File: config.mk
export PLATFORM = sky130hd
export DESIGN_NAME = qrs_div_cell
export DESIGN_NICKNAME = d
export VERILOG_FILES = /design/src/hdl/qrs_pkg.sv /design/src/hdl/qrs_div_cell.sv
export SDC_FILE = /design/constraint.sdc
export NUM_CORES = 1
export LEC_CHECK = 0
export ABC_CLOCK_PERIOD_IN_PS = 6600
export BUFFER_PORTS_ARGS = -buffer_cell sky130_fd_sc_hd__buf_2
export CORE_ASPECT_RATIO = 0.7
export CORE_UTILIZATION = 45
export CTS_CLUSTER_DIAMETER = 150
export DETAILED_ROUTE_END_ITERATION = 6
export PLACE_DENSITY = 0.76
export REMOVE_ABC_BUFFERS = 1
export SLEW_MARGIN = 0
export SYNTH_ARGS = -nofsm -noshare
export SYNTH_HDL_FRONTEND = slang
export SYNTH_SLANG_ARGS = --single-unit
File: constraint.sdc
create_clock -name i_clk -period 6.6 [get_ports i_clk]
set_input_delay 1.32 -clock i_clk [delete_from_list [all_inputs] [get_ports i_clk]]
set_output_delay 1.32 -clock i_clk [all_outputs]
set_load 0.005 [all_outputs]
File: src/hdl/qrs_pkg.sv
// Shared types and constants of the quadratic root solver.
// No dependencies; imported by the cell modules and the top level.
`timescale 1ns / 1ps

package qrs_pkg;

    localparam int COEF_WIDTH_DEF = 16;
    localparam int FRAC_BITS      = 16;
    localparam int OUT_W          = 34;

    localparam logic [63:0] SAT_HI = (64'd1 << (OUT_W - 1)) - 64'd1;
    localparam logic [63:0] SAT_LO_MAG = 64'd1 << (OUT_W - 1);

    typedef enum logic [1:0] {
        KIND_NOT_QUAD = 2'd0,
        KIND_NO_REAL  = 2'd1,
        KIND_DOUBLE   = 2'd2,
        KIND_TWO      = 2'd3
    } t_kind;

endpackage

File: src/hdl/qrs_div_cell.sv
// One cell of the divider chain: one quotient bit per cycle for both roots, in cycles with i_adv high.
// Depends on qrs_pkg for shared constants.
`timescale 1ns / 1ps

module qrs_div_cell #(
    parameter int NQ_W   = 33,
    parameter int DEN_W  = 17,
    parameter int SIDE_W = 8
) (
    input  logic              i_clk,
    input  logic              i_rst_n,
    input  logic              i_adv,
    input  logic              i_valid,
    input  logic [NQ_W-1:0]   i_nq_m,
    input  logic [DEN_W-1:0]  i_rem_m,
    input  logic [NQ_W-1:0]   i_nq_p,
    input  logic [DEN_W-1:0]  i_rem_p,
    input  logic [DEN_W-1:0]  i_den,
    input  logic [SIDE_W-1:0] i_side,
    output logic              o_valid,
    output logic [NQ_W-1:0]   o_nq_m,
    output logic [DEN_W-1:0]  o_rem_m,
    output logic [NQ_W-1:0]   o_nq_p,
    output logic [DEN_W-1:0]  o_rem_p,
    output logic [DEN_W-1:0]  o_den,
    output logic [SIDE_W-1:0] o_side
);
    import qrs_pkg::*;

    // restoring step: bring down the next dividend bit, subtract if it fits
    function automatic logic [NQ_W+DEN_W-1:0] f_step(
        input logic [NQ_W-1:0]  nq,
        input logic [DEN_W-1:0] rem,
        input logic [DEN_W-1:0] den
    );
        logic [DEN_W:0] shift;
        logic [DEN_W:0] diff;
        logic           ge;
        shift = {rem, nq[NQ_W-1]};
        diff  = shift - {1'b0, den};
        ge    = (shift >= {1'b0, den});
        return {nq[NQ_W-2:0], ge, (ge ? diff[DEN_W-1:0] : shift[DEN_W-1:0])};
    endfunction

    logic [NQ_W+DEN_W-1:0] w_m;
    logic [NQ_W+DEN_W-1:0] w_p;

    logic              r_valid;
    logic [NQ_W-1:0]   r_nq_m;
    logic [DEN_W-1:0]  r_rem_m;
    logic [NQ_W-1:0]   r_nq_p;
    logic [DEN_W-1:0]  r_rem_p;
    logic [DEN_W-1:0]  r_den;
    logic [SIDE_W-1:0] r_side;

    assign w_m = f_step(i_nq_m, i_rem_m, i_den);
    assign w_p = f_step(i_nq_p, i_rem_p, i_den);

    always_ff @(posedge i_clk) begin
        if (!i_rst_n) begin
            r_valid <= 1'b0;
        end else if (i_adv) begin
            r_valid <= i_valid;
        end
    end

    always_ff @(posedge i_clk) begin
        if (i_adv) begin
            r_nq_m  <= w_m[NQ_W+DEN_W-1:DEN_W];
            r_rem_m <= w_m[DEN_W-1:0];
            r_nq_p  <= w_p[NQ_W+DEN_W-1:DEN_W];
            r_rem_p <= w_p[DEN_W-1:0];
            r_den   <= i_den;
            r_side  <= i_side;
        end
    end

    assign o_valid = r_valid;
    assign o_nq_m  = r_nq_m;
    assign o_rem_m = r_rem_m;
    assign o_nq_p  = r_nq_p;
    assign o_rem_p = r_rem_p;
    assign o_den   = r_den;
    assign o_side  = r_side;

endmodule

# Yosys cells after proc, flatten, opt, wreduce, memory -nomap -nowiden
# Cells that the tools add are included.
# totals
register_bits,126
inputBits,129
out_inout_bits,126
# op_classes
n_addsub,2
order_cmp,2
muxes,2
# ops
cell,count
18-bit by 17-bit greater-or-equal comparator with 1-bit output,2
17-bit two-way mux,2
17-bit subtractor,2

# Longest topological paths before layout
# depth
ltp_word,2
mapped_depth,12
mapped_depth_nobuf,11

# Worst setup path before layout
# Ideal clock, no wire load.
# synth_path
path_kind,input to register
from,in i_nq_p[32]
to,"reg r_rem_p[12] (netlist: o_rem_p[12]), data pin"
setup_ps,260
arrival_time_ps,3287
required_ps,6340
path_slack_ps,3052
stages,11
n_path_buf,1
cell_sequence,inv_1 ha_1 inv_1 fa_1 a21o_1 and2_1 o31a_1 o21ai_4 inv_2 buf_6 mux2_4
# synth_via
elab_chain_len,2
# synth_lines
item,line,text
start: declaration,qrs_div_cell.sv:16,"input logic [NQ_W-1:0] i_nq_p,"
18-bit by 17-bit greater-or-equal comparator with 1-bit output,qrs_div_cell.sv:41,"ge = (shift >= {1'b0, den});"
via w_p[17],qrs_div_cell.sv:46,logic [NQ_W+DEN_W-1:0] w_p;
17-bit two-way mux,qrs_div_cell.sv:42,"return {nq[NQ_W-2:0], ge, (ge ? diff[DEN_W-1:0] : shift[DEN_W-1:0])};"
via w_p[12],qrs_div_cell.sv:46,
end signal: assignment,qrs_div_cell.sv:72,r_rem_p <= w_p[DEN_W-1:0];
end: declaration,qrs_div_cell.sv:52,logic [DEN_W-1:0] r_rem_p;
# The timed path passes the listed nets, and every way through them passes these cells.
# A chain may end at the register's enable or synchronous reset.

# Final worst setup path
# layout_path
from,in i_nq_m[32]
to,"reg r_rem_m[14] (netlist: o_rem_m[14]), data pin"
# layout_via
elab_chain_len,2
# layout_lines
item,line,text
start: declaration,qrs_div_cell.sv:14,"input logic [NQ_W-1:0] i_nq_m,"
17-bit subtractor / 18-bit by 17-bit greater-or-equal comparator with 1-bit output (equally long branches),"qrs_div_cell.sv:40, qrs_div_cell.sv:41",
17-bit two-way mux *,qrs_div_cell.sv:42,
via w_m[14],qrs_div_cell.sv:45,logic [NQ_W+DEN_W-1:0] w_m;
end signal: assignment,qrs_div_cell.sv:70,r_rem_m <= w_m[DEN_W-1:0];
end: declaration,qrs_div_cell.sv:50,logic [DEN_W-1:0] r_rem_m;
# The timed path passes the listed nets; every way through them passes the cells marked *.

==> flow_summary.json <==
{
  "vdd_drop_max_mv": 0.1884,
  "r2r-end": "o_valid$_SDFFE_PN0P_",
  "syn_area_um2": 6066,
  "synth_most_common_cell": "edfxtp_1",
  "ys_ff_latch": 126,
  "worstSkewPairLatency_ns": 0.41,
  "dp_cells": 856,
  "grt_pass1_wl_um": 23320,
  "place.gp.congestion": 0.8726,
  "outcome": "finished, final reports clean",
  "initial_core_util_pct": 46.17,
  "fp-row-count": 35,
  "final-seq-area_um2": 3774,
  "vias": 4695,
  "fin_area_um2": 8098,
  "fillers": 1061,
  "drv_slew": 0,
  "min_from": "o_valid$_SDFFE_PN0P_",
  "yosys_warnings": 0,
  "seqPwrFrac_pct": 42.3,
  "post_cts_buffers": 0,
  "critPathKind": "in -> reg",
  "avgSynthCellArea_um2": 13.60,
  "core_area_um2": 13140,
  "multiInputGateArea_um2": 2121,
  "finalCriticalPeriod_ns": 3.674,
  "r2r_start": "o_valid$_SDFFE_PN0P_",
  "dieWidth_um": 140.8,
  "swShare_pct": 25.19,
  "wirelength_um": 15780,
  "placed_cell_area_um2": 7485,
  "finalSetupViolCount": 0,
  "io_pins": 255,
  "die_h_um": 99.14,
  "fin_skew_ns": 0,
  "p_int_w": 0.001769,
  "holdPathEnd": "o_valid$_SDFFE_PN0P_",
  "first_iter_violations": 400,
  "antenna_cells": 0,
  "dieArea_um2": 13960,
  "grt_overflow_total": 0,
  "p_switching_w": 0.0005958,
  "synth_top_area_share_pct": 61.88,
  "cts_made_buffers": 17,
  "htreeDepth": 4,
  "finalSetupTns_ns": 0,
  "cts_resized": 0,
  "grt_pass1_vias": 4444,
  "wl_per_cell_um": 17.77,
  "rrSetupSlack_ns": 6.02,
  "layout.nets": 874,
  "hold_depth": 2,
  "leakage_nw": 3.583,
  "hold_violations": 0,
  "worst_pin_slew_ns": 1.057,
  "async_flop_share_pct": 0,
  "crit_path_start_kind": "primary input",
  "drive_gt1_share_pct": 44.18,
  "antenna_found_initial": 0,
  "fin_crit_sh_pct": 55.67,
  "met3_usage_pct": 5.585,
  "synthFlopType": "edfxtp_1",
  "synth_top_cell_by_area": "edfxtp_1",
  "grt_most_used_layer": "met2",
  "grt_max_degree": 85,
  "fmax_mhz": 272.2,
  "areaGrowthSynthToFinish_pct": 33.50,
  "first_pass_iters": 4,
  "dpl_worst_slack_ns": 2.511,
  "yosysUniqueCellTypes": 61,
  "synth_common_cells": "125 x edfxtp_1, 34 x ha_1, 34 x nand2_1",
  "timing.max_cap.violations": 0,
  "grt.met2_usage_pct": 34.44,
  "cts_tree": "done",
  "ant_nets": 0,
  "path_clk_slew_ns": 0.06,
  "maxSlewHeadroom_pct": 29.51,
  "grtUsageMet1_pct": 31.35,
  "power_density_nw_per_um2": 292.1,
  "finalWorstSetupSlack_ns": 2.926,
  "io_buffers": 254,
  "numClockSinks": 126,
  "ctsHoldBuffers": 0,
  "fin_cells": 888,
  "synth_edf_count": 125,
  "worstPathArrival_ns": 3.83,
  "vias_per_cell": 5.287,
  "synth-seq-area-share_pct": 62.21,
  "cts-root-buf": "clkbuf_16",
  "synthCells": 446,
  "power.share.combinational_pct": 17.0,
  "reg2regPathDepth": 2,
  "startpoint": "i_nq_m[32]",
  "hpwlAfterDp_um": 12380,
  "cts.path.max_buffers": 2,
  "rsz0062_at_grt": "false",
  "synthTopCellsByArea": "edfxtp_1 62%, ha_1 7.0%, mux2_2 3.2%, xnor2_1 2.3%, a21oi_1 2.1%",
  "clkPwrFrac_pct": 40.7,
  "endpoint_kind": "flip-flop",
  "worstHoldPathType": "reg -> reg",
  "drcViolationCount": 0,
  "final_core_util_pct": 61.64,
  "crit_path_max_fanout": 3,
  "cp.required_ns": 6.76,
  "grt_usage_pct": 22.30
}
==> power by group through the flow <==
stage / Sequential (W) / Clock, W / Combinational [W]
detailed placement: 0.00102 / 0 / 0.000399
CTS: 0.00100 / 0.000979 / 0.000400
finish: 0.00100 / 0.000963 / 0.000402
floorplan: 0.00103 / 0 / 0.000197
global placement: 0.00102 / 0 / 0.000390
global route: 0.00101 / 0.00100 / 0.000438
==> placed cells by master, fill, tap and decap left out, types with 4 or more instances in the layout <==
cell type,n
buf_2,253
edfxtp_1,125
nand2_1,34
ha_1,34
a21oi_1,26
inv_1,25
o21ai_0,18
mux2_2,17
clkbuf_16,17
nor2_1,16
xnor2_1,16
a21o_1,15
nand3_1,13
o21a_1,10
o31ai_1,6
clkinv_4,5
and4_1,4
and2_1,4
a211oi_1,4
nor2b_1,4
mux2_4,4
==> worst max-delay path by stage <==
stage	endpoint	slack, ns	depth (start not counted)
global route	o_rem_p[8]$_DFFE_PP_	2.77	11
detailed placement	o_rem_p[14]$_DFFE_PP_	2.51	11
global placement	o_rem_p[12]$_DFFE_PP_	2.57	11
finish	o_rem_m[14]$_DFFE_PP_	2.93	11
floorplan	o_rem_p[12]$_DFFE_PP_	2.95	10
CTS	o_rem_p[12]$_DFFE_PP_	2.94	11
==> area by class of cell <==
type	instances	share of cell area, %
sequential	126	46.60
multi-input combinational	282	26.19
timing repair buffer	255	15.82
clock buffer	17	5.253
tap	166	2.565
clock inverter	15	2.318
inverter	27	1.252
==> state kept, by name, summed over array words and instances (netlist names) <==
signal and flops:
o_nq_m 33, o_nq_p 33, o_den 17, o_rem_m 17, o_rem_p 17, o_side 8, o_valid 1
==> logic make-up (layout without fill, tap and decap cells) <==
group	after synthesis	after routing	synth area share [%]
muxes	22	22	4.311
buffers and inverters	38	314	2.826
DFF	126	126	62.21
and+or+nand+nor	93	93	7.467
adders and majority gates	36	36	7.673
AOI/OAI and AO/OA	112	112	12.77
xor gates and xnor gates	19	19	2.743
==> metal layers <==
| layer | up-vias | part of all wire (%) |
|---|---|---|
| li1 | 2244 | - |
| met1 | 2246 | 45 |
| met2 | 185 | 46 |
| met3 | 20 | 7.3 |
| met4 | 0 | 1.1 |
| met5 | - | 0 |
==> critical path, cell delays in order <==
cell and delay (ns):
buf_2 0.11, inv_1 0.06, ha_1 0.16, inv_1 0.05, fa_1 0.40, a21oi_1 0.26
o211ai_1 0.19, a221oi_1 0.64, o21ai_0 0.21, xor2_1 0.17, mux2_2 0.27
==> per-stage QoR <==
step / power (W) / hold slack, ns
after floorplan: 0.001225 / 0.5073
after global placement: 0.001405 / 0.5123
after detailed placement: 0.001415 / 0.5122
after CTS: 0.002380 / 0.5251
after global routing: 0.002451 / 0.5546
final: 0.002365 / 0.5213
No activity file was read; power rests on OpenSTA's default activity.
