### src/hdl/qrs_pkg.sv
// Shared types and constants of the quadratic root solver.
// No dependencies; imported by the cell modules and the top level.
`timescale 1ns / 1ps

package qrs_pkg;

    localparam int COEF_WIDTH_DEF = 16;
    localparam int FRAC_BITS      = 16;
    localparam int OUT_W          = 34;

    localparam logic [63:0] SAT_HI = (64'd1 << (OUT_W - 1)) - 64'd1;
    localparam logic [63:0] SAT_LO_MAG = 64'd1 << (OUT_W - 1);

    typedef enum logic [1:0] {
        KIND_NOT_QUAD = 2'd0,
        KIND_NO_REAL  = 2'd1,
        KIND_DOUBLE   = 2'd2,
        KIND_TWO      = 2'd3
    } t_kind;

endpackage

### src/hdl/qrs_sqrt_cell.sv
// One cell of the square-root chain: resolves one root bit per cycle in which i_adv is high.
// Depends on qrs_pkg for shared constants.
`timescale 1ns / 1ps

module qrs_sqrt_cell #(
    parameter int D_W    = 34,
    parameter int R_W    = 33,
    parameter int SIDE_W = 8
) (
    input  logic              i_clk,
    input  logic              i_rst_n,
    input  logic              i_adv,
    input  logic              i_valid,
    input  logic [D_W-1:0]    i_d,
    input  logic [R_W:0]      i_rem,
    input  logic [R_W-1:0]    i_root,
    input  logic [SIDE_W-1:0] i_side,
    output logic              o_valid,
    output logic [D_W-1:0]    o_d,
    output logic [R_W:0]      o_rem,
    output logic [R_W-1:0]    o_root,
    output logic [SIDE_W-1:0] o_side
);
    import qrs_pkg::*;

    logic [R_W+2:0] w_shift;
    logic [R_W+2:0] w_trial;
    logic [R_W+2:0] w_diff;
    logic           w_ge;
    logic [D_W-1:0] n_d;
    logic [R_W:0]   n_rem;
    logic [R_W-1:0] n_root;

    logic              r_valid;
    logic [D_W-1:0]    r_d;
    logic [R_W:0]      r_rem;
    logic [R_W-1:0]    r_root;
    logic [SIDE_W-1:0] r_side;

    always_comb begin
        w_shift = {i_rem, i_d[D_W-1 -: 2]};
        w_trial = {1'b0, i_root, 2'b01};
        w_diff  = w_shift - w_trial;
        w_ge    = (w_shift >= w_trial);
        n_rem   = w_ge ? w_diff[R_W:0] : w_shift[R_W:0];
        n_root  = {i_root[R_W-2:0], w_ge};
        n_d     = {i_d[D_W-3:0], 2'b00};
    end

    always_ff @(posedge i_clk) begin
        if (!i_rst_n) begin
            r_valid <= 1'b0;
        end else if (i_adv) begin
            r_valid <= i_valid;
        end
    end

    always_ff @(posedge i_clk) begin
        if (i_adv) begin
            r_d    <= n_d;
            r_rem  <= n_rem;
            r_root <= n_root;
            r_side <= i_side;
        end
    end

    assign o_valid = r_valid;
    assign o_d     = r_d;
    assign o_rem   = r_rem;
    assign o_root  = r_root;
    assign o_side  = r_side;

endmodule

### config.mk
export PLATFORM = sky130hd
export DESIGN_NAME = qrs_sqrt_cell
export DESIGN_NICKNAME = d
export VERILOG_FILES = /design/src/hdl/qrs_pkg.sv /design/src/hdl/qrs_sqrt_cell.sv
export SDC_FILE = /design/constraint.sdc
export NUM_CORES = 1
export LEC_CHECK = 0
export BUFFER_PORTS_ARGS = -buffer_cell sky130_fd_sc_hd__buf_2
export CAP_MARGIN = 20
export CORE_MARGIN = 5
export CORE_UTILIZATION = 50
export CTS_CLUSTER_DIAMETER = 100
export CTS_CLUSTER_SIZE = 28
export DETAILED_ROUTE_END_ITERATION = 16
export GPL_ROUTABILITY_DRIVEN = 0
export GPL_TIMING_DRIVEN = 0
export PLACE_DENSITY = 0.82
export SLEW_MARGIN = 20
export SYNTH_ARGS = -nofsm -noshare
export SYNTH_HDL_FRONTEND = slang
export SYNTH_SLANG_ARGS = --single-unit
### constraint.sdc
create_clock -name i_clk -period 6.4 [get_ports i_clk]
set_clock_uncertainty 0.05 [all_clocks]
set_input_delay 0.64 -clock i_clk [delete_from_list [all_inputs] [get_ports i_clk]]
set_output_delay 0.64 -clock i_clk [all_outputs]
set_load 0.05 [all_outputs]
After elaboration in Yosys (flattened, before gate mapping)
Cells that the tools add are included.
{"block": "totals", "word_cells": 8, "output_inout_bits": 110, "reg_bits": 108, "input_bits": 113}
{"block": "op_classes", "n_mux": 1, "n_addsub": 1, "magnitude_cmp": 1}
{"op": "36-bit by 35-bit >= comparator with 1-bit output", "count": 1}
{"op": "34-bit two-way mux", "count": 1}
{"op": "34-bit subtractor", "count": 1}

Longest topological paths before layout
Gate-level depths: netlist of the first run.
{"block": "depth", "word_depth": 2, "ltp_mapped": 13, "ltp_nobuf": 11}

Least setup slack after synthesis of the first run
Ideal clock, no wire load.
{"block": "synth_path", "path_type": "input to register", "start": "input port i_root[11]", "end": "register r_rem[24], in the netlist o_rem[24] (data pin)", "cell_stages": 11, "t_required_ns": 6.090, "arrival_ns": 2.733, "setup_slack_ns": 3.357, "cell_sequence": "inv_1 > ha_1 > clkbuf_1 > a21o_1 > a31oi_1 > o221ai_2 > a21o_1 > a211oi_4 > inv_2 > buf_4 > mux2_4"}
{"block": "synth_via", "elab_chain_cells": 2, "elab_cells_between_ends": 3, "classes_between": "add/sub: 1; order compare: 1; mux: 1"}
{"item": "start: declaration", "line_no": "qrs_sqrt_cell.sv:16", "source": "input logic [R_W-1:0] i_root,"}
{"item": "36-bit by 35-bit >= comparator with 1-bit output", "line_no": "qrs_sqrt_cell.sv:44", "source": "w_ge = (w_shift >= w_trial);"}
{"item": "net w_ge", "line_no": "qrs_sqrt_cell.sv:29", "source": "logic w_ge;"}
{"item": "34-bit two-way mux", "line_no": "qrs_sqrt_cell.sv:45", "source": "n_rem = w_ge ? w_diff[R_W:0] : w_shift[R_W:0];"}
{"item": "net n_rem[24]", "line_no": "qrs_sqrt_cell.sv:31", "source": "logic [R_W:0] n_rem;"}
{"item": "end signal: assignment", "line_no": "qrs_sqrt_cell.sv:61", "source": "r_rem <= n_rem;"}
{"item": "end: declaration", "line_no": "qrs_sqrt_cell.sv:36", "source": "logic [R_W:0] r_rem;"}
The timed path passes the listed nets, and every way through them passes these cells.
A chain may end at the register's enable or synchronous reset.

Worst setup path in the final report of the first run
{"block": "layout_path", "start": "input port i_root[9]", "end": "register r_rem[10], in the netlist o_rem[10] (data pin)"}
{"block": "layout_via", "elab_chain_cells": 2}
{"item": "36-bit by 35-bit >= comparator with 1-bit output", "line_no": "qrs_sqrt_cell.sv:44"}
{"item": "34-bit two-way mux", "line_no": "qrs_sqrt_cell.sv:45"}
{"item": "net n_rem[10]", "line_no": "qrs_sqrt_cell.sv:31"}
The timed path passes the listed nets, and every way through them passes these cells.

==> results of run 1 <==
cell type report:
class,instances,area (µm²)
inverters,46,173
plain buffers,15,72.6
fillers,823,3790
repair buffers,221,1130
well taps,140,175
clock buffers,10,128
flip-flops and latches,108,3230
multi-input cells,318,2100
clock inverters,6,78.8
sequential cells by signal, indices dropped and copies added (netlist names):
name,flops
o_side,8
o_rem,34
o_root,33
o_d,32
o_valid,1
Yosys cell counts, drive strengths merged (2+ instances only):
cell type,number
clkbuf,8
ha,35
or4,2
nand2,47
a41oi,2
or3,2
o21bai,7
a211oi,6
nor2b,3
nand2b,9
edfxtp,107
nand4,11
and3,2
o211ai,6
xor2,14
nand3,7
buf,7
a311oi,2
o21ai,47
a21o,8
o221ai,2
nor3,2
o22ai,2
xnor2,12
nor4,4
mux2,3
a31oi,4
inv,46
nor2,23
a21oi,40
worst paths after layout:
check        startpoint         to  slack (ns)  depth (start not counted)
min reg2reg     o_valid    o_valid        0.48                          2
max reg2reg     o_valid    o_valid        5.74                          2
max           i_root[9]  o_rem[10]        3.15                         11
min              i_d[5]     o_d[7]        0.38                          1
power by group through the flow:
stage / Combinational, mW / Sequential, mW / Clock, mW
after floorplan: 0.198 / 1.16 / 0
after global placement: 0.621 / 0.898 / 0
after detailed placement: 0.635 / 0.901 / 0
after CTS: 0.638 / 0.884 / 0.440
after global routing: 0.679 / 0.890 / 0.471
final: 0.639 / 0.883 / 0.434
routing by layer:
metal	vias up	wire [µm]
met2	185	7750
met4	0	138
met5	-	0
met1	2168	5690
met3	13	1210
li1	2249	-
cell families (layout without fill, tap and decap cells):
| group | after synthesis | in the layout |
|---|---|---|
| AOI/OAI and AO/OA | 135 | 135 |
| xor gates and xnor gates | 26 | 26 |
| adders and majority gates | 35 | 35 |
| buffers and inverters | 61 | 298 |
| DFF | 108 | 108 |
| muxes | 4 | 4 |
| other | 1 | 2 |
| and+or+nand+nor | 116 | 116 |
metrics by stage:
step           cell area [µm²]  total power, mW  setup WS (ns)  hold WS, ns  utilization (%)
2_1_floorplan             5580             1.36           3.36        0.689                -
3_3_place_gp              6860             1.52           2.86        0.445             63.0
5_1_grt                   7100             2.04           2.97        0.365             65.2
4_1_cts                   7100             1.96           3.17        0.376             65.2
6_report                  7100             1.96           3.15        0.385             65.2
3_5_place_dp              6890             1.54           2.78        0.455             63.3
worst reg2reg max path: stages, from the launching register on:
cell and delay (ns):
sky130_fd_sc_hd__dfxtp_1 0.32, sky130_fd_sc_hd__mux2i_1 0.13, sky130_fd_sc_hd__nor2b_1 0.06
==> implementation parameters, run 1 <==
Parameter                              Value

Power
  Pwr per Cell Area ... 276 nW/µm²
  Seq pwr share ... 45.1%
  Cell-internal power ... 1.23 mW
  Logic gate share of total power ... 32.7%
  Largest vdd supply drop ... 169 µV
  Net Switching ... 0.727 mW
  Sw frac ... 37.2%
  Clk network pwr share ... 22.2%
  Leak Pwr ... 3.18 nW

Drt
  Vias per inst ... 5.34
  Post-DR wirelength/cell ... 17.1 µm
  Aggregate routed wire length ... 14800 µm
  First-pass detailed-route iteration total ... 7
  Drt drc ... 0
  Violation count after the first detailed-route iteration ... 300
  Via count of the routed design ... 4615
  Post-detailed-route count of antenna-violating nets ... 0

Global route
  Met3 usage ... 4.60%
  Most Used Layer, Global Route ... met2
  Met2 layer usage reported by global route ... 39.7%
  Overflow left after global routing ... 0
  First-pass GRT wire length ... 22100 µm
  Global-route usage over all layers ... 21.0%
  Pin count of the biggest net entering global routing ... 62
  Number of global-route vias before repair ... 4499
  Antenna violations before repair ... 0
  Met1 Usage GRT ... 24.5%

Yosys
  Area of the mapped netlist ... 5580 µm²
  Proportion of synthesized flip-flops having asynchronous set or reset ... 0%
  Complex-gate fraction of the synthesized area ... 14.9%
  Synthesized-area fraction occupied by xor and xnor cells ... 4.08%
  Multiplexer area fraction after synthesis ... 0.920%
  Number of enable flip-flop cells after synthesis ... 107
  Post-synth cell types ... 54
  Cell types occupying the most area after synthesis ... sky130_fd_sc_hd__edfxtp_1 (58%), sky130_fd_sc_hd__ha_1 (7.9%), sky130_fd_sc_hd__o21ai_0 (3.9%)
  Share of synthesized cell area in full adder, half adder and majority cells ... 7.85%
  Largest family of logic cells by synthesized area ... compound AO/OA/AOI/OAI gates
  Cell count after synthesis ... 486
  Sequential fraction of the synthesis area ... 58.0%
  Total number of yosys warnings ... 0
  Fraction of the mapped netlist area in simple logic gates ... 9.85%
  Portion of synthesized cell area occupied by the leading cell type ... 57.6%
  Post-Synthesis Mean Instance Area ... 11.5 µm²
  Top FF cell, synth ... sky130_fd_sc_hd__edfxtp_1
  Cell accounting for the most synthesized area ... sky130_fd_sc_hd__edfxtp_1
  Post-synthesis sequential element count ... 108

Finish
  Share of cells above drive strength 1 ... 34.8%
  Diodes inserted ... 0
  Nets ... 867
  Area delta synth->final ... 27.3%
  Number of standard cells in the final layout excluding fillers ... 864
  Most frequent cells in the layout ... sky130_fd_sc_hd__buf_2 (223), sky130_fd_sc_hd__edfxtp_1 (107), sky130_fd_sc_hd__nand2_1 (47), sky130_fd_sc_hd__inv_1 (45), sky130_fd_sc_hd__o21ai_0 (43)
  Commonest non-fill, non-tap cell in the layout ... sky130_fd_sc_hd__buf_2

STA
  Setup Total Neg Slack ... 0 ns
  Max-slew violation count ... 0
  Tightest Pin Transition ... 0.519 ns
  Unrepaired setup endpoints after global routing ... no
  Final-report hold violation count ... 0
  Period utilisation layout ... 50.8%
  Max Freq ... 0.308 GHz
  Final setup violating endpoints ... 0
  Headroom to the max-slew limit ... 65.4%
  Post-route minimum period ... 3.25 ns

Worst setup path
  Buf+Inv Stages, Crit Path ... 3
  Crit start category ... input port
  Cell breakdown of the critical path ... buf_2 > inv_1 > ha_1 > a21oi_1 > o21ai_1 > a31oi_1 > o221ai_2 > a21o_1 > a211oi_4 > clkbuf_1 > o21ai_0
  Type of the setup path with the least slack ... in -> reg
  Critical path arrival ... 3.30 ns
  Largest incremental delay on the critical path ... 0.44 ns
  Element type at the critical path end ... flip-flop
  Req. time, crit path ... 6.45 ns
  Slowest stage cell on the critical path ... sky130_fd_sc_hd__a211oi_4
  Gate family responsible for the most delay along the worst path ... compound AO/OA/AOI/OAI gates
  Maximum fanout count along the critical path ... 10

Clocking
  H-tree depth reported by CTS ... 3
  Clock latency on the worst-skew pair ... 0.37 ns
  Clock tree from TritonCTS ... built
  Number of CTS-inserted buffers ... 9
  Clock sink count ... 108
  Cts repair resizes ... 0
  Post-CTS setup-driven buffer insertion count ... 0
  Clock slew at reported path FFs ... 0.11 ns
  Maximum clock path buffer count ... 2
  Buffer type at the clock tree root ... sky130_fd_sc_hd__clkbuf_8
  CTS Hold Bufs ... 0

Floorplanning
  Count of boundary I/O pins ... 223
  Initial core utilization ... 51.2%
  Chip width ... 116 µm
  Die ar. ... 13400 µm²
  Site row count ... 38
  Area of the core ... 10900 µm²
  Die height ... 116 µm

Placement
  Buffers on Ports ... 220
  Inst Count DP ... 848
  Detailed placer's ending HPWL ... 11500 µm

Min path
  Worst min-delay path category ... in -> reg

Run status
  Result of the run ... finished, final reports clean

Job
  Max-capacitance violation count ... 0
Note: power is estimated with default switching activity, not from simulation.
==> run 2: changes to the inputs <==
--- a/config.mk
+++ b/config.mk
@@ -5,6 +5,7 @@
 export SDC_FILE = /design/constraint.sdc
 export NUM_CORES = 1
 export LEC_CHECK = 0
+export ABC_AREA = 1
 export BUFFER_PORTS_ARGS = -buffer_cell sky130_fd_sc_hd__buf_2
 export CAP_MARGIN = 20
 export CORE_MARGIN = 5
@@ -14,7 +15,7 @@
 export DETAILED_ROUTE_END_ITERATION = 16
 export GPL_ROUTABILITY_DRIVEN = 0
 export GPL_TIMING_DRIVEN = 0
-export PLACE_DENSITY = 0.82
+export PLACE_DENSITY = 0.8
 export SLEW_MARGIN = 20
 export SYNTH_ARGS = -nofsm -noshare
 export SYNTH_HDL_FRONTEND = slang
==> constraint.sdc (replaced) <==
create_clock -name i_clk -period 3.1 [get_ports i_clk]
set_clock_uncertainty 0.05 [all_clocks]
set_input_delay 0.31 -clock i_clk [delete_from_list [all_inputs] [get_ports i_clk]]
set_output_delay 0.31 -clock i_clk [all_outputs]
set_load 0.05 [all_outputs]
==> implementation parameters, run 2 <==
Parameter                              Value

Job
  Max-capacitance violation count ... 0

Clocking
  Maximum clock path buffer count ... 2
  Clock slew at reported path FFs ... 0.08 ns
  Clock sink count ... 108
  Clock tree from TritonCTS ... built
  Buffer type at the clock tree root ... sky130_fd_sc_hd__clkbuf_16
  Cts repair resizes ... 0
  Number of CTS-inserted buffers ... 9
  CTS Hold Bufs ... 0
  Clock latency on the worst-skew pair ... 0.35 ns
  H-tree depth reported by CTS ... 3
  Post-CTS setup-driven buffer insertion count ... 0

Drt
  Aggregate routed wire length ... 16300 µm
  Post-detailed-route count of antenna-violating nets ... 0
  Drt drc ... 0
  Vias per inst ... 4.78
  Via count of the routed design ... 5596
  Violation count after the first detailed-route iteration ... 375
  First-pass detailed-route iteration total ... 6
  Post-DR wirelength/cell ... 14.0 µm

STA
  Post-route minimum period ... 2.03 ns
  Max Freq ... 0.493 GHz
  Final-report hold violation count ... 0
  Period utilisation layout ... 65.4%
  Max-slew violation count ... 0
  Unrepaired setup endpoints after global routing ... no
  Final setup violating endpoints ... 0
  Setup Total Neg Slack ... 0 ns

Worst setup path
  Worst setup slack for register-to-register paths ... 2.42 ns
  Crit start category ... input port
  Type of the setup path with the least slack ... in -> reg
  Worst flop-to-flop path startpoint ... o_valid
  First element of the critical path ... i_root[25]
  Maximum fanout count along the critical path ... 10
  Critical path arrival ... 2.09 ns
  Req. time, crit path ... 3.16 ns
  Element type at the critical path end ... flip-flop

Floorplanning
  Site row count ... 41
  Chip width ... 124 µm
  Die height ... 124 µm
  Count of boundary I/O pins ... 223
  Area of the core ... 12600 µm²
  Die ar. ... 15300 µm²
  Initial core utilization ... 51.1%

Placement
  Buffers on Ports ... 220
  Placed instance area ... 7810 µm²
  Detailed placer's ending HPWL ... 13400 µm
  Inst Count DP ... 1154

Power
  Sw frac ... 37.5%
  Net Switching ... 1.63 mW
  Clk network pwr share ... 25.7%
  Cell-internal power ... 2.73 mW
  Power consumption ... 4.36 mW
  Leak Pwr ... 4.26 nW
  Seq pwr share ... 41.6%
  Logic gate share of total power ... 32.7%
  Pwr per Cell Area ... 539 nW/µm²
  Largest vdd supply drop ... 223 µV

Yosys
  Post-synthesis sequential element count ... 108
  Number of enable flip-flop cells after synthesis ... 107
  Total number of yosys warnings ... 0
  Dominant cell by count in the synthesized netlist ... sky130_fd_sc_hd__nand2_1
  Proportion of synthesized flip-flops having asynchronous set or reset ... 0%
  Cell types occupying the most area after synthesis ... sky130_fd_sc_hd__edfxtp_1 (50%), sky130_fd_sc_hd__nand2_1 (15%), sky130_fd_sc_hd__inv_1 (8.2%)
  Sequential fraction of the synthesis area ... 50.1%
  Post-synth cell types ... 33
  Cell count after synthesis ... 760
  Post-Synthesis Mean Instance Area ... 8.49 µm²
  Portion of synthesized cell area occupied by the leading cell type ... 49.8%
  Cell accounting for the most synthesized area ... sky130_fd_sc_hd__edfxtp_1
  Top FF cell, synth ... sky130_fd_sc_hd__edfxtp_1
  Leading post-synthesis cells by instance count ... sky130_fd_sc_hd__nand2_1 (262), sky130_fd_sc_hd__inv_1 (141), sky130_fd_sc_hd__edfxtp_1 (107), sky130_fd_sc_hd__nor2_1 (45), sky130_fd_sc_hd__nand3_1 (37)
  Area of the mapped netlist ... 6450 µm²

Finish
  Final standard cell area without fillers ... 8100 µm²
  Number of flip-flops in the largest register ... 34
  Most frequent cells in the layout ... sky130_fd_sc_hd__nand2_1 (262), sky130_fd_sc_hd__buf_2 (219), sky130_fd_sc_hd__inv_1 (141), sky130_fd_sc_hd__edfxtp_1 (107), sky130_fd_sc_hd__nor2_1 (45)
  Commonest non-fill, non-tap cell in the layout ... sky130_fd_sc_hd__nand2_1
  Share of cells above drive strength 1 ... 29.1%
  Area delta synth->final ... 25.6%
  Number of standard cells in the final layout excluding fillers ... 1171
  Nets ... 1141
  FILL cells ... 1123

Global route
  First-pass GRT wire length ... 25000 µm
  Global-route usage over all layers ... 21.2%
  Pin count of the biggest net entering global routing ... 81
  Number of global-route vias before repair ... 5312
  Overflow left after global routing ... 0
  Antenna violations before repair ... 0

Min path
  Worst min-delay path category ... in -> reg
  Worst min-delay path startpoint ... i_d[10]

Run status
  Result of the run ... finished, final reports clean
## run 2: area by class of cell
type | instances | area (µm²) | share of cell area [%]
Multi-Input combinational cell | 502 | 2580 | 31.9
Antenna cell | 1 | 2.50 | 0.0309
Inverter | 143 | 544 | 6.72
Tap cell | 172 | 215 | 2.66
Buffer | 8 | 95.1 | 1.17
Sequential cell | 108 | 3230 | 39.9
Clock inverter | 7 | 67.6 | 0.834
Clock buffer | 9 | 225 | 2.78
Timing Repair Buffer | 221 | 1130 | 14.0
## run 2: worst max-delay path, stage by stage
cell                      delay, ns
sky130_fd_sc_hd__buf_2         0.10
sky130_fd_sc_hd__inv_1         0.05
sky130_fd_sc_hd__ha_1          0.33
sky130_fd_sc_hd__a21oi_1       0.23
sky130_fd_sc_hd__and2_1        0.21
sky130_fd_sc_hd__nand2_1       0.08
sky130_fd_sc_hd__a21oi_2       0.15
sky130_fd_sc_hd__nand2_2       0.10
sky130_fd_sc_hd__nand2_4       0.09
sky130_fd_sc_hd__nand2_8       0.10
sky130_fd_sc_hd__buf_6         0.17
sky130_fd_sc_hd__nand3_1       0.11
sky130_fd_sc_hd__nand2_1       0.06
## run 2: kinds of logic after synthesis
| kind of cell | synth area share (%) |
|---|---|
| simple gates | 27.1 |
| buf+inv | 9.91 |
| flops | 50.1 |
| compound gates | 3.57 |
| fa+ha+maj | 6.79 |
| xor+xnor | 2.44 |
| other cells | 0.0581 |
## run 2: metrics by stage
step	worst slack, ns	utilization [%]	hold slack (ns)
floorplan	1.13	-	0.353
global placement	0.527	61.6	0.436
detailed placement	0.700	61.9	0.438
CTS	1.08	64.2	0.0647
global route	0.852	64.2	0.0601
finish	1.07	64.2	0.0720
## run 2: power by group through the flow
| stage | logic (mW) | registers (mW) | clock network (mW) |
|---|---|---|---|
| final | 1.43 | 1.82 | 1.12 |
| after global placement | 1.41 | 1.85 | 0 |
| after global routing | 1.55 | 1.83 | 1.21 |
| after floorplan | 0.506 | 2.39 | 0 |
| after CTS | 1.43 | 1.82 | 1.15 |
| after detailed placement | 1.42 | 1.85 | 0 |
## run 2: per-layer routing
layer  GRT usage [%]  wire length (µm)
met4            7.20               296
met5               0                 0
met1            25.3              6570
met3            5.72              1650
met2            36.9              7830
## run 2: path summary, 6_finish.rpt
| check | endpoint | depth (start not counted) |
|---|---|---|
| min reg2reg | o_valid | 2 |
| min | o_d[12] | 1 |
| max reg2reg | o_valid | 2 |
| max | o_rem[25] | 13 |
==> run 3: changes to the inputs <==
--- a/config.mk
+++ b/config.mk
@@ -9,13 +9,13 @@
 export BUFFER_PORTS_ARGS = -buffer_cell sky130_fd_sc_hd__buf_2
 export CAP_MARGIN = 20
 export CORE_MARGIN = 5
-export CORE_UTILIZATION = 50
+export CORE_UTILIZATION = 46
 export CTS_CLUSTER_DIAMETER = 100
 export CTS_CLUSTER_SIZE = 28
 export DETAILED_ROUTE_END_ITERATION = 16
 export GPL_ROUTABILITY_DRIVEN = 0
 export GPL_TIMING_DRIVEN = 0
-export PLACE_DENSITY = 0.8
+export PLACE_DENSITY = 0.77
 export SLEW_MARGIN = 20
 export SYNTH_ARGS = -nofsm -noshare
 export SYNTH_HDL_FRONTEND = slang
==> constraint.sdc (replaced) <==
create_clock -name i_clk -period 1.8 [get_ports i_clk]
set_clock_uncertainty 0.05 [all_clocks]
set_input_delay 0.18 -clock i_clk [delete_from_list [all_inputs] [get_ports i_clk]]
set_output_delay 0.18 -clock i_clk [all_outputs]
set_load 0.05 [all_outputs]
==> implementation parameters, run 3 (synthesized netlist as in run 2, its figures left out) <==
Parameter                              Value

Clocking
  Clock slew at reported path FFs ... 0.07 ns
  H-tree depth reported by CTS ... 3
  Clock tree from TritonCTS ... built
  Clock sink count ... 108
  Number of CTS-inserted buffers ... 9
  Clock latency on the worst-skew pair ... 0.35 ns
  Maximum clock path buffer count ... 2
  Buffer type at the clock tree root ... sky130_fd_sc_hd__clkbuf_16

Finish
  Final standard cell area without fillers ... 9910 µm²
  Number of flip-flops in the largest register ... 34
  Most frequent cells in the layout ... sky130_fd_sc_hd__nand2_1 (235), sky130_fd_sc_hd__buf_2 (200), sky130_fd_sc_hd__inv_1 (119), sky130_fd_sc_hd__edfxtp_1 (107), sky130_fd_sc_hd__dlygate4sd3_1 (72)
  Commonest non-fill, non-tap cell in the layout ... sky130_fd_sc_hd__nand2_1
  Area delta synth->final ... 53.6%
  Share of cells above drive strength 1 ... 37.7%
  Final core utilization ... 71.7%
  Nets ... 1244
  FILL cells ... 1026
  Diodes inserted ... 0

STA
  Final setup slack of the worst path ... -0.0245 ns
  Max Freq ... 0.548 GHz
  Period utilisation layout ... 101%
  Setup Total Neg Slack ... -0.0645 ns
  Max-slew violation count ... 0
  Final setup violating endpoints ... 9
  Post-route minimum period ... 1.82 ns
  Unrepaired setup endpoints after global routing ... yes
  Final-report hold violation count ... 0

Power
  Pwr per Cell Area ... 815 nW/µm²
  Power consumption ... 8.08 mW
  Leak Pwr ... 4.84 nW
  Largest vdd supply drop ... 412 µV

Drt
  Highest routed metal layer ... met4
  Total met3 wirelength after detailed routing ... 1790 µm
  Post-DR wirelength/cell ... 15.1 µm
  Drt drc ... 0
  Via count of the routed design ... 6198
  Post-detailed-route count of antenna-violating nets ... 0
  Met2 routed WL ... 9070 µm
  Vias per inst ... 4.84
  Violation count after the first detailed-route iteration ... 438
  Post-Route M1 WL ... 7930 µm
  First-pass detailed-route iteration total ... 5
  Aggregate routed wire length ... 19300 µm

Global route
  First-pass GRT wire length ... 28600 µm
  Pin count of the biggest net entering global routing ... 82
  Overflow left after global routing ... 0
  Number of global-route vias before repair ... 5892
  Global-route usage over all layers ... 21.9%
  Antenna violations before repair ... 0

Worst setup path
  Worst flop-to-flop path startpoint ... o_valid
  Maximum fanout count along the critical path ... 7
  First element of the critical path ... i_rem[6]
  Type of the setup path with the least slack ... in -> reg
  Endpoint of the lowest-slack register-to-register path ... o_valid
  Cell breakdown of the critical path ... buf_6 > ha_4 > nand2_4 > nor2_4 > nand3b_1 > nor2_2 > nand2_1 > nand2_2 > a21oi_4 > nand2_8 > clkinv_8 > clkbuf_16 > nand2_1 > nand2_1
  Slowest stage cell on the critical path ... sky130_fd_sc_hd__ha_4
  Element type at the critical path end ... flip-flop
  Critical path arrival ... 1.89 ns
  Crit start category ... input port
  Largest incremental delay on the critical path ... 0.28 ns
  Depth of the most critical reg-to-reg path ... 2
  CP most frequent cell ... sky130_fd_sc_hd__nand2_1
  Worst setup slack for register-to-register paths ... 1.12 ns
  Req. time, crit path ... 1.86 ns
  Crit path capture ... o_rem[31]

Floorplanning
  Initial core utilization ... 46.7%
  Area of the core ... 13800 µm²
  Die ar. ... 16500 µm²
  Chip width ... 128 µm
  Die height ... 128 µm
  Site row count ... 43
  Count of boundary I/O pins ... 223

Placement
  Placed instance area ... 8130 µm²
  Buffers on Ports ... 220
  Detailed placer's ending HPWL ... 13800 µm

Run status
  Result of the run ... finished with violations
  Failing checks ... setup timing

Min path
  Worst min-delay path category ... in -> reg
  Worst min-delay path startpoint ... i_rst_n
  Number of cells on the worst hold path ... 3

Job
  Max-capacitance violation count ... 0
-- run 3: final cells by class --
class	instances	area (µm²)	share of cell area [%]
clock buffer	10	229	2.31
inverter	143	559	5.64
sequential	108	3230	32.6
tap	180	225	2.27
multi-input combinational	503	3250	32.8
timing repair buffer	323	2250	22.7
clock inverter	6	48.8	0.492
buffer	8	111	1.12
-- run 3: how the worst min path moves through the flow --
| stage | endpoint | slack (ns) |
|---|---|---|
| 3_3_place_gp | o_side[4] | 0.31 |
| 6_report | o_valid | 0.02 |
| 3_5_place_dp | o_d[5] | 0.31 |
| 5_1_grt | o_valid | 0.04 |
| 4_1_cts | o_valid | 0.00005 |
| 2_1_floorplan | o_valid | 0.22 |
-- run 3: timing repair --
action                                  in CTS  in global routing
hold buffers                                72                  0
endpoints found under the hold margin       72                  0
gates resized for setup                      1                135
setup buffers                                1                 26
pin swaps                                    0                 40
gates cloned                                 0                  4
endpoints found under the setup margin      30                 35
-- run 3: power breakdown --
group / switching [mW] / internal, mW
combinational: 2.02 / 1.02
clock: 0.948 / 0.955
sequential: 0.0586 / 3.08
total: 3.03 / 5.06
-- run 3: worst max-delay path: cells and delay by family --
family                     cells  cell delay (ns)
AOI/OAI and AO/OA              1             0.09
adders and majority gates      1             0.28
buffers and inverters          3             0.37
and+or+nand+nor                9             0.95
-- run 3: through the flow --
step / setup slack [ns] / std cells / hold WS, ns
CTS: 0.00739 / 1251 / 0.0000506
global route: -0.0761 / 1281 / 0.0408
detailed placement: -0.415 / 1162 / 0.308
finish: -0.0245 / 1281 / 0.0192
global placement: -0.668 / 1161 / 0.306
floorplan: 0.00371 / 761 / 0.223
-- run 3: metal layers --
| layer | global-route usage, % | vias to the layer above |
|---|---|---|
| met4 | 7.55 | 0 |
| li1 | - | 3076 |
| met2 | 36.8 | 282 |
| met1 | 28.6 | 2795 |
| met3 | 3.78 | 45 |
| met5 | 0 | - |
